## src/rtl/mer_pkg.sv

```systemverilog
// Shared types, codes and constants of the midpoint ellipse rasterizer.
package mer_pkg;

    // Default widths of the centre coordinates and of the semi-axes.
    localparam int COORD_BITS_DEF = 12;
    localparam int AXIS_BITS_DEF  = 10;

    // Fixed widths of the stream payloads.
    localparam int OUT_W     = 14;
    localparam int S_TDATA_W = 8;
    localparam int M_TDATA_W = 4 * OUT_W;

    // Centre coordinate after reset.
    localparam int CENTER_RESET = 200;

    // Configuration register indexes.
    localparam logic [1:0] REG_CENTER_X    = 2'd0;
    localparam logic [1:0] REG_CENTER_Y    = 2'd1;
    localparam logic [1:0] REG_SEMI_AXIS_A = 2'd2;
    localparam logic [1:0] REG_SEMI_AXIS_B = 2'd3;

    // Operand pairs of the shared multiplier.
    localparam logic [2:0] MUL_AA      = 3'd0;  // a * a
    localparam logic [2:0] MUL_BB      = 3'd1;  // b * b
    localparam logic [2:0] MUL_ASQ_B   = 3'd2;  // a^2 * b
    localparam logic [2:0] MUL_XX      = 3'd3;  // (2x+1) * (2x+1)
    localparam logic [2:0] MUL_BSQ_P   = 3'd4;  // b^2 * previous product
    localparam logic [2:0] MUL_YY      = 3'd5;  // (y-1) * (y-1)
    localparam logic [2:0] MUL_ASQ_P   = 3'd6;  // a^2 * previous product
    localparam logic [2:0] MUL_ASQ_BSQ = 3'd7;  // a^2 * b^2

    // Operations on the decision register.
    localparam logic [2:0] DEC_HOLD = 3'd0;
    localparam logic [2:0] DEC_INIT = 3'd1;  // start of a new ellipse
    localparam logic [2:0] DEC_STEP = 3'd2;  // one midpoint iteration
    localparam logic [2:0] DEC_LOAD = 3'd3;  // decision = product
    localparam logic [2:0] DEC_ADD4 = 3'd4;  // decision += 4 * product
    localparam logic [2:0] DEC_SUB4 = 3'd5;  // decision -= 4 * product

    // Commands from the controller to the datapath.
    typedef struct packed {
        logic [2:0] mul_sel;
        logic [2:0] dec_op;
        logic       latch_asq;
        logic       latch_bsq;
        logic       eval;
        logic       set_r2;
        logic       load_out;
        logic       zero_out;
    } mer_cmd_t;

    // Status from the datapath to the controller.
    typedef struct packed {
        logic active;
        logic region2;
        logic cmp;
    } mer_status_t;

endpackage

```

## src/rtl/mer_ctrl.sv

```systemverilog
// Controller state machine of the midpoint ellipse rasterizer.
module mer_ctrl (
    input  logic                clk,
    input  logic                rst_n,
    input  logic                s_tvalid,
    output logic                s_tready,
    input  logic                start_req,
    output logic                m_tvalid,
    input  logic                m_tready,
    input  mer_pkg::mer_status_t status,
    output mer_pkg::mer_cmd_t    cmd
);

    localparam logic [3:0] ST_IDLE  = 4'd0;
    localparam logic [3:0] ST_INIT1 = 4'd1;
    localparam logic [3:0] ST_INIT2 = 4'd2;
    localparam logic [3:0] ST_INIT3 = 4'd3;
    localparam logic [3:0] ST_EVAL  = 4'd4;
    localparam logic [3:0] ST_APPLY = 4'd5;
    localparam logic [3:0] ST_SW_B  = 4'd6;
    localparam logic [3:0] ST_SW_C  = 4'd7;
    localparam logic [3:0] ST_SW_D  = 4'd8;
    localparam logic [3:0] ST_SW_E  = 4'd9;
    localparam logic [3:0] ST_SW_F  = 4'd10;
    localparam logic [3:0] ST_OUT   = 4'd11;

    logic [3:0] state_reg;
    logic [3:0] state_next;
    logic       zero_reg;
    logic       zero_next;
    logic       out_valid_reg;
    logic       out_valid_next;
    logic       can_load;
    logic       take;

    assign m_tvalid = out_valid_reg;
    assign can_load = !out_valid_reg || m_tready;

    // Next state, commands and the input handshake.
    always_comb
    begin
        state_next      = state_reg;
        zero_next       = zero_reg;
        out_valid_next  = out_valid_reg && !m_tready;
        s_tready        = 1'b0;
        take            = 1'b0;
        cmd             = '0;
        cmd.mul_sel     = mer_pkg::MUL_AA;
        cmd.dec_op      = mer_pkg::DEC_HOLD;
        cmd.zero_out    = zero_reg;

        unique case (state_reg)
            ST_IDLE:
            begin
                s_tready = 1'b1;
                take     = s_tvalid;
            end
            ST_INIT1:
            begin
                cmd.latch_asq = 1'b1;
                cmd.mul_sel   = mer_pkg::MUL_BB;
                state_next    = ST_INIT2;
            end
            ST_INIT2:
            begin
                cmd.latch_bsq = 1'b1;
                cmd.mul_sel   = mer_pkg::MUL_ASQ_B;
                state_next    = ST_INIT3;
            end
            ST_INIT3:
            begin
                cmd.dec_op = mer_pkg::DEC_INIT;
                state_next = ST_OUT;
            end
            ST_EVAL:
            begin
                cmd.eval   = 1'b1;
                state_next = ST_APPLY;
            end
            ST_APPLY:
            begin
                // A failed region-one test reloads the decision first.
                if (!status.region2 && !status.cmp)
                begin
                    cmd.mul_sel = mer_pkg::MUL_XX;
                    state_next  = ST_SW_B;
                end
                else
                begin
                    cmd.dec_op = mer_pkg::DEC_STEP;
                    state_next = ST_OUT;
                end
            end
            ST_SW_B:
            begin
                cmd.mul_sel = mer_pkg::MUL_BSQ_P;
                state_next  = ST_SW_C;
            end
            ST_SW_C:
            begin
                cmd.dec_op  = mer_pkg::DEC_LOAD;
                cmd.mul_sel = mer_pkg::MUL_YY;
                state_next  = ST_SW_D;
            end
            ST_SW_D:
            begin
                cmd.mul_sel = mer_pkg::MUL_ASQ_P;
                state_next  = ST_SW_E;
            end
            ST_SW_E:
            begin
                cmd.dec_op  = mer_pkg::DEC_ADD4;
                cmd.mul_sel = mer_pkg::MUL_ASQ_BSQ;
                state_next  = ST_SW_F;
            end
            ST_SW_F:
            begin
                cmd.dec_op = mer_pkg::DEC_SUB4;
                cmd.set_r2 = 1'b1;
                state_next = ST_EVAL;
            end
            ST_OUT:
            begin
                if (can_load)
                begin
                    cmd.load_out   = 1'b1;
                    out_valid_next = 1'b1;
                    s_tready       = 1'b1;
                    take           = s_tvalid;
                    state_next     = ST_IDLE;
                end
            end
            default:
            begin
                state_next = ST_IDLE;
            end
        endcase

        // An accepted beat is evaluated at once and branches by its kind.
        if (take)
        begin
            cmd.eval    = 1'b1;
            cmd.mul_sel = mer_pkg::MUL_AA;
            zero_next   = !start_req && !status.active;
            if (start_req)
            begin
                state_next = ST_INIT1;
            end
            else if (status.active)
            begin
                state_next = ST_APPLY;
            end
            else
            begin
                state_next = ST_OUT;
            end
        end
    end

    // Control registers.
    always_ff @(posedge clk or negedge rst_n)
    begin
        if (!rst_n)
        begin
            state_reg     <= ST_IDLE;
            zero_reg      <= 1'b0;
            out_valid_reg <= 1'b0;
        end
        else
        begin
            state_reg     <= state_next;
            zero_reg      <= zero_next;
            out_valid_reg <= out_valid_next;
        end
    end

endmodule

```

## src/rtl/mer_datapath.sv

```systemverilog
// Datapath of the midpoint ellipse rasterizer: multiplier, decision terms and result register.
module mer_datapath #(
    parameter int COORD_BITS = mer_pkg::COORD_BITS_DEF,
    parameter int AXIS_BITS  = mer_pkg::AXIS_BITS_DEF
) (
    input  logic                              clk,
    input  logic                              rst_n,
    input  logic [COORD_BITS-1:0]             center_x,
    input  logic [COORD_BITS-1:0]             center_y,
    input  logic [AXIS_BITS-1:0]              semi_axis_a,
    input  logic [AXIS_BITS-1:0]              semi_axis_b,
    input  mer_pkg::mer_cmd_t                 cmd,
    output mer_pkg::mer_status_t              status,
    output logic                              valid_res,
    output logic signed [mer_pkg::OUT_W-1:0]  right_x,
    output logic signed [mer_pkg::OUT_W-1:0]  left_x,
    output logic signed [mer_pkg::OUT_W-1:0]  upper_y,
    output logic signed [mer_pkg::OUT_W-1:0]  lower_y,
    output logic                              last
);

    localparam int OUT_W  = mer_pkg::OUT_W;
    localparam int SQ_W   = 2 * AXIS_BITS;
    localparam int MOP_W  = 2 * AXIS_BITS + 2;
    localparam int PRD_W  = 2 * MOP_W;
    localparam int TERM_W = 3 * AXIS_BITS + 6;
    localparam int DEC_W  = 4 * AXIS_BITS + 8;
    localparam int MAX_W  = (COORD_BITS > AXIS_BITS) ? COORD_BITS : AXIS_BITS;
    localparam int CW     = ((MAX_W > OUT_W) ? MAX_W : OUT_W) + 2;

    // Walk state.
    logic [AXIS_BITS-1:0]     offset_x_reg;
    logic [AXIS_BITS-1:0]     offset_y_reg;
    logic                     region2_reg;
    logic                     active_reg;
    logic [SQ_W-1:0]          a_sq_reg;
    logic [SQ_W-1:0]          b_sq_reg;
    logic [PRD_W-1:0]         mul_reg;
    logic signed [DEC_W-1:0]  dec_reg;
    // Running increments: dx = 4b^2(2x+3), dx2 = 4b^2(2x+2),
    // dy = 4a^2(2-2y), dy2 = 4a^2(3-2y), s4 = 4a^2 + 4b^2.
    logic signed [TERM_W-1:0] dx_reg;
    logic signed [TERM_W-1:0] dx2_reg;
    logic signed [TERM_W-1:0] dy_reg;
    logic signed [TERM_W-1:0] dy2_reg;
    logic signed [TERM_W-1:0] s4_reg;
    logic                     cmp_reg;
    logic signed [TERM_W:0]   inc_reg;

    logic [MOP_W-1:0]         op_a;
    logic [MOP_W-1:0]         op_b;
    logic [AXIS_BITS-1:0]     y_m1;
    logic signed [TERM_W-1:0] a2;
    logic signed [TERM_W-1:0] b2;
    logic signed [TERM_W-1:0] pt;
    logic signed [TERM_W:0]   sum_xy;
    logic signed [TERM_W:0]   inc_next;
    logic signed [DEC_W-1:0]  prod_ext;
    logic signed [DEC_W-1:0]  prod4;
    logic signed [DEC_W-1:0]  dec_next;
    logic                     dec_pos;
    logic                     x_adv;
    logic                     y_dec;
    logic                     x_sat;
    logic signed [CW-1:0]     right_full;
    logic signed [CW-1:0]     left_full;
    logic signed [CW-1:0]     upper_full;
    logic signed [CW-1:0]     lower_full;

    assign status.active  = active_reg;
    assign status.region2 = region2_reg;
    assign status.cmp     = cmp_reg;

    assign y_m1    = offset_y_reg - 1'b1;
    assign a2      = $signed(TERM_W'(a_sq_reg));
    assign b2      = $signed(TERM_W'(b_sq_reg));
    assign pt      = $signed(mul_reg[TERM_W-1:0]);
    assign dec_pos = !dec_reg[DEC_W-1] && (dec_reg != '0);
    assign x_sat   = (offset_x_reg == {AXIS_BITS{1'b1}});
    assign x_adv   = region2_reg ? !dec_pos : 1'b1;
    assign y_dec   = region2_reg ? 1'b1 : dec_pos;

    // Operand selection of the shared multiplier.
    always_comb
    begin
        unique case (cmd.mul_sel)
            mer_pkg::MUL_AA:
            begin
                op_a = MOP_W'(semi_axis_a);
                op_b = MOP_W'(semi_axis_a);
            end
            mer_pkg::MUL_BB:
            begin
                op_a = MOP_W'(semi_axis_b);
                op_b = MOP_W'(semi_axis_b);
            end
            mer_pkg::MUL_ASQ_B:
            begin
                op_a = MOP_W'(a_sq_reg);
                op_b = MOP_W'(semi_axis_b);
            end
            mer_pkg::MUL_XX:
            begin
                op_a = MOP_W'({offset_x_reg, 1'b1});
                op_b = MOP_W'({offset_x_reg, 1'b1});
            end
            mer_pkg::MUL_BSQ_P:
            begin
                op_a = MOP_W'(b_sq_reg);
                op_b = mul_reg[MOP_W-1:0];
            end
            mer_pkg::MUL_YY:
            begin
                op_a = MOP_W'(y_m1);
                op_b = MOP_W'(y_m1);
            end
            mer_pkg::MUL_ASQ_P:
            begin
                op_a = MOP_W'(a_sq_reg);
                op_b = mul_reg[MOP_W-1:0];
            end
            mer_pkg::MUL_ASQ_BSQ:
            begin
                op_a = MOP_W'(a_sq_reg);
                op_b = MOP_W'(b_sq_reg);
            end
        endcase
    end

    // Region-one test and the increment chosen for the next step.
    always_comb
    begin
        sum_xy = (TERM_W + 1)'(dx_reg) + (TERM_W + 1)'(dy_reg);
        if (region2_reg)
        begin
            if (dec_pos)
            begin
                inc_next = (TERM_W + 1)'(dy2_reg);
            end
            else
            begin
                inc_next = (TERM_W + 1)'(dx2_reg) + (TERM_W + 1)'(dy2_reg);
            end
        end
        else
        begin
            if (dec_pos)
            begin
                inc_next = sum_xy;
            end
            else
            begin
                inc_next = (TERM_W + 1)'(dx_reg);
            end
        end
    end

    // Next decision value.
    always_comb
    begin
        prod_ext = $signed(DEC_W'(mul_reg));
        prod4    = prod_ext <<< 2;
        unique case (cmd.dec_op)
            mer_pkg::DEC_INIT: dec_next = (DEC_W'(b2) <<< 2) + DEC_W'(a2) - prod4;
            mer_pkg::DEC_STEP: dec_next = dec_reg + DEC_W'(inc_reg);
            mer_pkg::DEC_LOAD: dec_next = prod_ext;
            mer_pkg::DEC_ADD4: dec_next = dec_reg + prod4;
            mer_pkg::DEC_SUB4: dec_next = dec_reg - prod4;
            default:           dec_next = dec_reg;
        endcase
    end

    // Point coordinates from the live centre.
    assign right_full = $signed(CW'(center_x)) + $signed(CW'(offset_x_reg));
    assign left_full  = $signed(CW'(center_x)) - $signed(CW'(offset_x_reg));
    assign upper_full = $signed(CW'(center_y)) + $signed(CW'(offset_y_reg));
    assign lower_full = $signed(CW'(center_y)) - $signed(CW'(offset_y_reg));

    // Control flags of the walk.
    always_ff @(posedge clk or negedge rst_n)
    begin
        if (!rst_n)
        begin
            active_reg  <= 1'b0;
            region2_reg <= 1'b0;
        end
        else if (cmd.dec_op == mer_pkg::DEC_INIT)
        begin
            active_reg  <= (semi_axis_b != '0);
            region2_reg <= 1'b0;
        end
        else
        begin
            if (cmd.set_r2)
            begin
                region2_reg <= 1'b1;
            end
            if (cmd.dec_op == mer_pkg::DEC_STEP && y_dec)
            begin
                active_reg <= (y_m1 != '0);
            end
        end
    end

    // Multiplier, squares, decision and running increments.
    always_ff @(posedge clk)
    begin
        mul_reg <= op_a * op_b;
        dec_reg <= dec_next;
        if (cmd.latch_asq)
        begin
            a_sq_reg <= mul_reg[SQ_W-1:0];
        end
        if (cmd.latch_bsq)
        begin
            b_sq_reg <= mul_reg[SQ_W-1:0];
        end
        if (cmd.eval)
        begin
            cmp_reg <= (sum_xy < (TERM_W + 1)'(s4_reg));
            inc_reg <= inc_next;
        end

        if (cmd.dec_op == mer_pkg::DEC_INIT)
        begin
            offset_x_reg <= '0;
            offset_y_reg <= semi_axis_b;
            dx_reg       <= (b2 <<< 3) + (b2 <<< 2);
            dx2_reg      <= b2 <<< 3;
            dy_reg       <= (a2 <<< 3) - (pt <<< 3);
            dy2_reg      <= (a2 <<< 3) + (a2 <<< 2) - (pt <<< 3);
            s4_reg       <= (a2 <<< 2) + (b2 <<< 2);
        end
        else if (cmd.dec_op == mer_pkg::DEC_STEP)
        begin
            if (x_adv && !x_sat)
            begin
                offset_x_reg <= offset_x_reg + 1'b1;
                dx_reg       <= dx_reg + (b2 <<< 3);
                dx2_reg      <= dx2_reg + (b2 <<< 3);
            end
            if (y_dec)
            begin
                offset_y_reg <= y_m1;
                dy_reg       <= dy_reg + (a2 <<< 3);
                dy2_reg      <= dy2_reg + (a2 <<< 3);
            end
        end
    end

    // Result register, loaded when the output side has room.
    always_ff @(posedge clk)
    begin
        if (cmd.load_out)
        begin
            if (cmd.zero_out)
            begin
                valid_res <= 1'b0;
                right_x   <= '0;
                left_x    <= '0;
                upper_y   <= '0;
                lower_y   <= '0;
                last      <= 1'b0;
            end
            else
            begin
                valid_res <= 1'b1;
                right_x   <= $signed(right_full[OUT_W-1:0]);
                left_x    <= $signed(left_full[OUT_W-1:0]);
                upper_y   <= $signed(upper_full[OUT_W-1:0]);
                lower_y   <= $signed(lower_full[OUT_W-1:0]);
                last      <= (offset_y_reg == '0);
            end
        end
    end

endmodule

```

## src/rtl/midpoint_ellipse_rasterizer_top.sv

```systemverilog
// Top level of the midpoint ellipse rasterizer: configuration registers and stream ports.
// Each input beat either starts a new ellipse (start_req set) at offset (0, b) or advances the
// current one by one midpoint iteration, and each gives exactly one output beat with the four
// symmetric points; tlast marks the final point set, and a step beat with no ellipse running
// gives a beat with tuser clear and zero data. The single shared multiplier, one product a cycle,
// builds the squared semi-axes at a start and the reloaded decision value at the step on which
// the walk passes from region one to region two, so a start and that step take longer than
// other steps. The next input beat is taken while a finished result still waits on the output
// side. The centre registers are read live for every beat; the semi-axes take effect at the
// next start. Write the configuration only while the block is idle.
module midpoint_ellipse_rasterizer_top #(
    parameter int COORD_BITS = mer_pkg::COORD_BITS_DEF,
    parameter int AXIS_BITS  = mer_pkg::AXIS_BITS_DEF
) (
    input  logic                                   clk,
    input  logic                                   rst_n,
    // Input stream.
    input  logic                                   s_tvalid,
    output logic                                   s_tready,
    input  logic [mer_pkg::S_TDATA_W-1:0]          s_tdata,   // [0] start_req
    // Output stream.
    output logic                                   m_tvalid,
    input  logic                                   m_tready,
    output logic [mer_pkg::M_TDATA_W-1:0]          m_tdata,   // right_x, left_x, upper_y, lower_y
    output logic [0:0]                             m_tuser,   // [0] valid_res
    output logic                                   m_tlast,
    // Configuration write port.
    input  logic                                   cfg_we,
    input  logic [1:0]                             cfg_addr,
    input  logic [((COORD_BITS > AXIS_BITS) ? COORD_BITS : AXIS_BITS)-1:0] cfg_wdata
);

    logic [COORD_BITS-1:0]                center_x_reg;
    logic [COORD_BITS-1:0]                center_y_reg;
    logic [AXIS_BITS-1:0]                 semi_axis_a_reg;
    logic [AXIS_BITS-1:0]                 semi_axis_b_reg;
    mer_pkg::mer_cmd_t                    cmd;
    mer_pkg::mer_status_t                 status;
    logic signed [mer_pkg::OUT_W-1:0]     right_x;
    logic signed [mer_pkg::OUT_W-1:0]     left_x;
    logic signed [mer_pkg::OUT_W-1:0]     upper_y;
    logic signed [mer_pkg::OUT_W-1:0]     lower_y;
    logic                                 valid_res;

    // Configuration registers.
    always_ff @(posedge clk or negedge rst_n)
    begin
        if (!rst_n)
        begin
            center_x_reg    <= COORD_BITS'(mer_pkg::CENTER_RESET);
            center_y_reg    <= COORD_BITS'(mer_pkg::CENTER_RESET);
            semi_axis_a_reg <= '0;
            semi_axis_b_reg <= '0;
        end
        else if (cfg_we)
        begin
            unique case (cfg_addr)
                mer_pkg::REG_CENTER_X:    center_x_reg    <= cfg_wdata[COORD_BITS-1:0];
                mer_pkg::REG_CENTER_Y:    center_y_reg    <= cfg_wdata[COORD_BITS-1:0];
                mer_pkg::REG_SEMI_AXIS_A: semi_axis_a_reg <= cfg_wdata[AXIS_BITS-1:0];
                mer_pkg::REG_SEMI_AXIS_B: semi_axis_b_reg <= cfg_wdata[AXIS_BITS-1:0];
            endcase
        end
    end

    // Sequencer.
    mer_ctrl u_ctrl (
        .clk       (clk),
        .rst_n     (rst_n),
        .s_tvalid  (s_tvalid),
        .s_tready  (s_tready),
        .start_req (s_tdata[0]),
        .m_tvalid  (m_tvalid),
        .m_tready  (m_tready),
        .status    (status),
        .cmd       (cmd)
    );

    // Arithmetic and result register.
    mer_datapath #(
        .COORD_BITS (COORD_BITS),
        .AXIS_BITS  (AXIS_BITS)
    ) u_datapath (
        .clk         (clk),
        .rst_n       (rst_n),
        .center_x    (center_x_reg),
        .center_y    (center_y_reg),
        .semi_axis_a (semi_axis_a_reg),
        .semi_axis_b (semi_axis_b_reg),
        .cmd         (cmd),
        .status      (status),
        .valid_res   (valid_res),
        .right_x     (right_x),
        .left_x      (left_x),
        .upper_y     (upper_y),
        .lower_y     (lower_y),
        .last        (m_tlast)
    );

    // Output beat packing, first field in the lowest bits.
    assign m_tdata = {lower_y, upper_y, left_x, right_x};
    assign m_tuser = valid_res;

endmodule
```

## config.mk

```make
export PLATFORM = sky130hd
export DESIGN_NAME = midpoint_ellipse_rasterizer_top
export DESIGN_NICKNAME = d
export VERILOG_FILES = /design/src/rtl/mer_pkg.sv /design/src/rtl/mer_ctrl.sv /design/src/rtl/mer_datapath.sv /design/src/rtl/midpoint_ellipse_rasterizer_top.sv
export SDC_FILE = /design/constraint.sdc
export NUM_CORES = 2
export LEC_CHECK = 0
export ABC_AREA = 1
export BUFFER_PORTS_ARGS = -buffer_cell sky130_fd_sc_hd__buf_2
export CAP_MARGIN = 0
export CELL_PAD_IN_SITES_DETAIL_PLACEMENT = 2
export CELL_PAD_IN_SITES_GLOBAL_PLACEMENT = 2
export CORE_ASPECT_RATIO = 0.6
export CORE_MARGIN = 4
export CORE_UTILIZATION = 41
export DETAILED_ROUTE_END_ITERATION = 12
export PLACE_DENSITY = 0.88
export SYNTH_ARGS = -nofsm -noshare
export SYNTH_HDL_FRONTEND = slang
export SYNTH_HIERARCHICAL = 1
export SYNTH_SLANG_ARGS = --single-unit
```

## constraint.sdc

```tcl
create_clock -name clk -period 16.9 [get_ports clk]
set_input_delay 0.845 -clock clk [delete_from_list [all_inputs] [get_ports clk]]
set_output_delay 0.845 -clock clk [all_outputs]
set_load 0.05 [all_outputs]
```

[Word level (Yosys, flattened, before mapping)]
Index checks and enable logic that the tools add are counted.
Widths: inputs -> output; s select.
Word-level totals
  bits in writable memories: 0
  input port bits: 27
  latch bits: 0
  memories: 0
  word-level logic and storage cells: 173
  output and inout port bits: 60
  register bits after elaboration: 467
  ROM bits: 0
Cells by class
  add/subtract/negate cells: 22
  bitwise operators: 0
  muxes and demuxes: 51
  div/mod/pow operators: 0
  order comparisons: 1
  equal/unequal tests: 29
  reduce and logical (&&, ||, !) cells: 40
  $mul: 1
  shift-type cells: 0
Operator list (count)
  $mux 36: 9
  $pmux 22 s6: 2
  $pmux 48 s5: 1
  $add 36x24->36: 4
  $mux 37: 3
  $sub 48x47->48: 2
  $add 36x36->37: 2
  $mux 23: 3
  $add 23x22->24: 2
  $add 48x37->48: 1
  $add 48x47->48: 1
  $pmux 4 s12: 1
  $reduce_bool 48->1: 1
  $mul 22x22->44: 1
  $lt 37x24->1: 1
  $sub 24x36->36: 1
  $sub 36x36->36: 1
  $mux 10: 3
  $add 12x10->13: 2
  $sub 12x10->13: 2
  $add 22x20->23: 1
  $add 22x22->23: 1
  $pmux 3 s7: 1
  $mux 4: 5
  other kinds (32): 93

[Logic depth before layout (Yosys ltp)]
  depth in word-level cells: 9
  depth in mapped cells: 44
  mapped depth without buffers: 44

[Modules after synthesis]
The synthesis kept the hierarchy.
By module, submodules not included
  mer_datapath: sequential area each 11240.8 um^2, cells an instance 8002, instances 1, area each 56357.8 um^2
  midpoint_ellipse_rasterizer_top: sequential area each 1108.6 um^2, cells an instance 199, instances 1, area each 1846.8 um^2
  mer_ctrl: sequential area each 150.1 um^2, cells an instance 86, instances 1, area each 538.0 um^2

[Least setup slack after synthesis]
Ideal clock, no wire load.
  kind: reg-to-reg
  start point: register u_ctrl.state_reg[3]
  end point: register u_datapath.mul_reg[29]
  data required time: 16.788 ns
  arrival time: 8.200 ns
  stages on the path, launching flop included: 37
  setup time: 0.112 ns
  clock period less this slack: 8.312 ns
  buffers on the path: 0
  path slack: 8.588 ns
  path through: dfrtp_1 > nor2_2 > inv_1 > nor3_2 > nor2_1 > nand3_1 > nand2_1 > nor2_1 > inv_2 > o22ai_1 > inv_1 > o211ai_1 > nand2_1 > inv_1 > nand2_1 > fa_1 > inv_1 > fa_1 > inv_1 > fa_1 > inv_1 > fa_1 > fa_1 > fa_1 > inv_1 > fa_1 > inv_1 > ha_1 > nand2_1 > nor2_1 > inv_1 > nor3_1 > a21oi_1 > o21ai_0 > nand3_1 > nand3_1 > nand2_1
RTL lines
  start: declaration: line mer_ctrl.sv:27  | logic [3:0] state_reg;
  start signal: assignment: line mer_ctrl.sv:171  | state_reg <= state_next;
  end signal: assignment: line mer_datapath.sv:208  | mul_reg <= op_a * op_b;
  end: declaration: line mer_datapath.sv:38  | logic [PRD_W-1:0] mul_reg;

==> impl_metrics.ini <==
[critical_path]
r2r_start = u_ctrl/state_reg[3]$_DFFE_PN0P_
slowest_stage = nand4_1
worst_path_most_repeated_cell = inv_1
end_kind = flop
cp.required_ns = 17.48
criticalPathCategory = flop to flop
worstPathMaxFanout = 21
startpoint_type = flop
reg2reg_depth = 37
critical-path-max-stage-delay_ns = 0.84
arrival_ns = 12.80
crit_start = u_ctrl/state_reg[3]$_DFFE_PN0P_
r2r_end = u_datapath/mul_reg[25]$_DFF_P_
worst-r2r-setup-slack_ns = 4.67

[route]
finalWirelength_um = 341000
drt_iter0_markers = 8077
wl_per_cell_um = 33.1
drtAntennaViolNets = 0
vias = 65938
firstDrtPassIters = 6
vias_per_cell = 6.40
drc = 0

[global_routing]
track_usage = 0.445
grt_pass1_wl_um = 491000
grt_pass1_vias = 69886
grt_max_degree = 74
grt_antenna_before_repair = 23
grt-ovfl-total = 0

[cells_and_area]
largest_reg_flops = 48
multi_input_comb_area_mm2 = 0.0403
final.fill_count = 16874
fin_nets = 9280
drive_gt1_frac = 0.0512
final_area_mm2 = 0.0632
fin_util = 0.444
seqCellArea_mm2 = 0.0125
area_delta_synth_final_pct = 7.56

[synth]
synth_top_cell_area_share = 0.168
netlist-cell-type-count = 71
netlist_top_cells_count = 2035 x nand2_1, 1359 x inv_1, 791 x nor2_1
netlist_area_mm2 = 0.0587
async_reset_ff_frac = 0.116
syn_inst = 8287
yosysMostFrequentCell = nand2_1
syn-mean-instance-area_um2 = 7.09
ys.flop_type = edfxtp_1
synth_edf_count = 328
synth-seq-cells = 447
seq_area_frac_synth = 0.213
synthTopCellsByArea = edfxtp_1 17%, fa_1 13%, nand2_1 13%
yosysTopAreaCell = edfxtp_1
synth_warnings = 6

[clock_network]
cts_max_level = 2
postCtsSetupRepairBufs = 0
post_cts_resized = 0
clock_latency_ns = 0.71
clock_sinks = 447
hold_buffers = 0
cts-root-buf = clkbuf_16
clk_transition_reported_paths_ns = 0.08
cts_max_path_buffers = 3
cts_tree = done
cts_inserted_buffers = 52

[sta]
skew_ns = 0.0423
period_share = 0.723
rsz0062_at_grt = false
min_period_ns = 12.23
fmax_ghz = 0.0818
report.final.slew_viol_count = 0
timing.final.hold_violations = 0
setup_viol = 0
worst-slew-pin-transition_ns = 1.40
slew_headroom = 0.0626
tns_ns = 0

[job]
maxCapViolations = 0

[floorplanning]
core_mm2 = 0.142
die-height_um = 301
start_util = 0.413
die-area_mm2 = 0.150
ios = 87
die_w_um = 497
placementRows = 107

[placed_design]
gp_congestion = 1.01
placed_cell_area_mm2 = 0.0615
io_buffers = 77
dp_hpwl_um = 260000

[run_status]
status = complete, no violations

[hold_path]
hp-class = input pin to asynchronous set/reset pin
[per-layer routing]
layer,share of wire,global-route usage
met4,0.061,0.222
met2,0.41,0.652
met5,0.00033,0
met3,0.12,0.131
met1,0.41,0.597
[cell type report]
type / instances / share of cell area
multi-input combinational: 6274 / 0.638
sequential: 447 / 0.198
inverter: 1391 / 0.0827
tap: 1907 / 0.0378
clock buffer: 60 / 0.0212
timing repair buffer: 167 / 0.0168
clock inverter: 37 / 0.00545
antenna: 14 / 0.000554
[critical path, delay by kind of cell (launching register included)]
kind / cells / cell delay (ns)
simple gates: 14 / 4.13
fa+ha+maj: 8 / 4.38
xor+xnor: 1 / 0.27
compound gates: 3 / 0.99
flops: 1 / 0.46
buf+inv: 11 / 1.80
[kinds of logic after synthesis]
| logic type | after synthesis | synth area share |
|---|---|---|
| muxes | 1 | 0.000170 |
| DFF | 447 | 0.213 |
| other | 1 | 0.0000638 |
| AOI/OAI and AO/OA | 1443 | 0.139 |
| xor gates and xnor gates | 245 | 0.0365 |
| buffers and inverters | 1567 | 0.104 |
| adders and majority gates | 920 | 0.246 |
| and+or+nand+nor | 3663 | 0.262 |
[layout by cell type, fill, tap and decap left out, types with 23 or more instances in the layout]
cell / instances
nor4_1: 39
buf_2: 77
nand3b_1: 23
nand2_1: 2033
clkbuf_16: 52
edfxtp_1: 328
dfrtp_1: 46
xnor2_1: 74
a31oi_1: 38
dfxtp_1: 67
buf_4: 90
xor2_1: 171
or2_2: 36
a21oi_1: 575
o211ai_1: 55
nand3_1: 431
o21bai_1: 47
ha_1: 528
o21a_1: 24
nor2_1: 788
nand4_1: 130
o21ai_0: 510
fa_1: 392
inv_2: 25
nor3_1: 105
inv_1: 1359
a21o_1: 48
[worst max-delay path by stage]
stage	to
final	u_datapath/mul_reg[25]$_DFF_P_
after CTS	u_datapath/mul_reg[25]$_DFF_P_
after detailed placement	u_datapath/mul_reg[34]$_DFF_P_
after floorplan	u_datapath/mul_reg[29]$_DFF_P_
after global routing	u_datapath/mul_reg[34]$_DFF_P_
after global placement	u_datapath/mul_reg[29]$_DFF_P_
[per-stage QoR]
stage / hold slack [ns] / worst slack [ns] / cells
floorplan: 0.434 / 8.59 / 8288
global placement: 0.453 / 6.68 / 10186
detailed placement: 0.456 / 5.67 / 10186
CTS: 0.320 / 5.33 / 10283
global route: 0.361 / 4.60 / 10283
finish: 0.309 / 4.67 / 10297
Power is left out: the tool's default activity adds up to more than one toggle a clock period on the data nets, which glitch-free logic cannot reach.
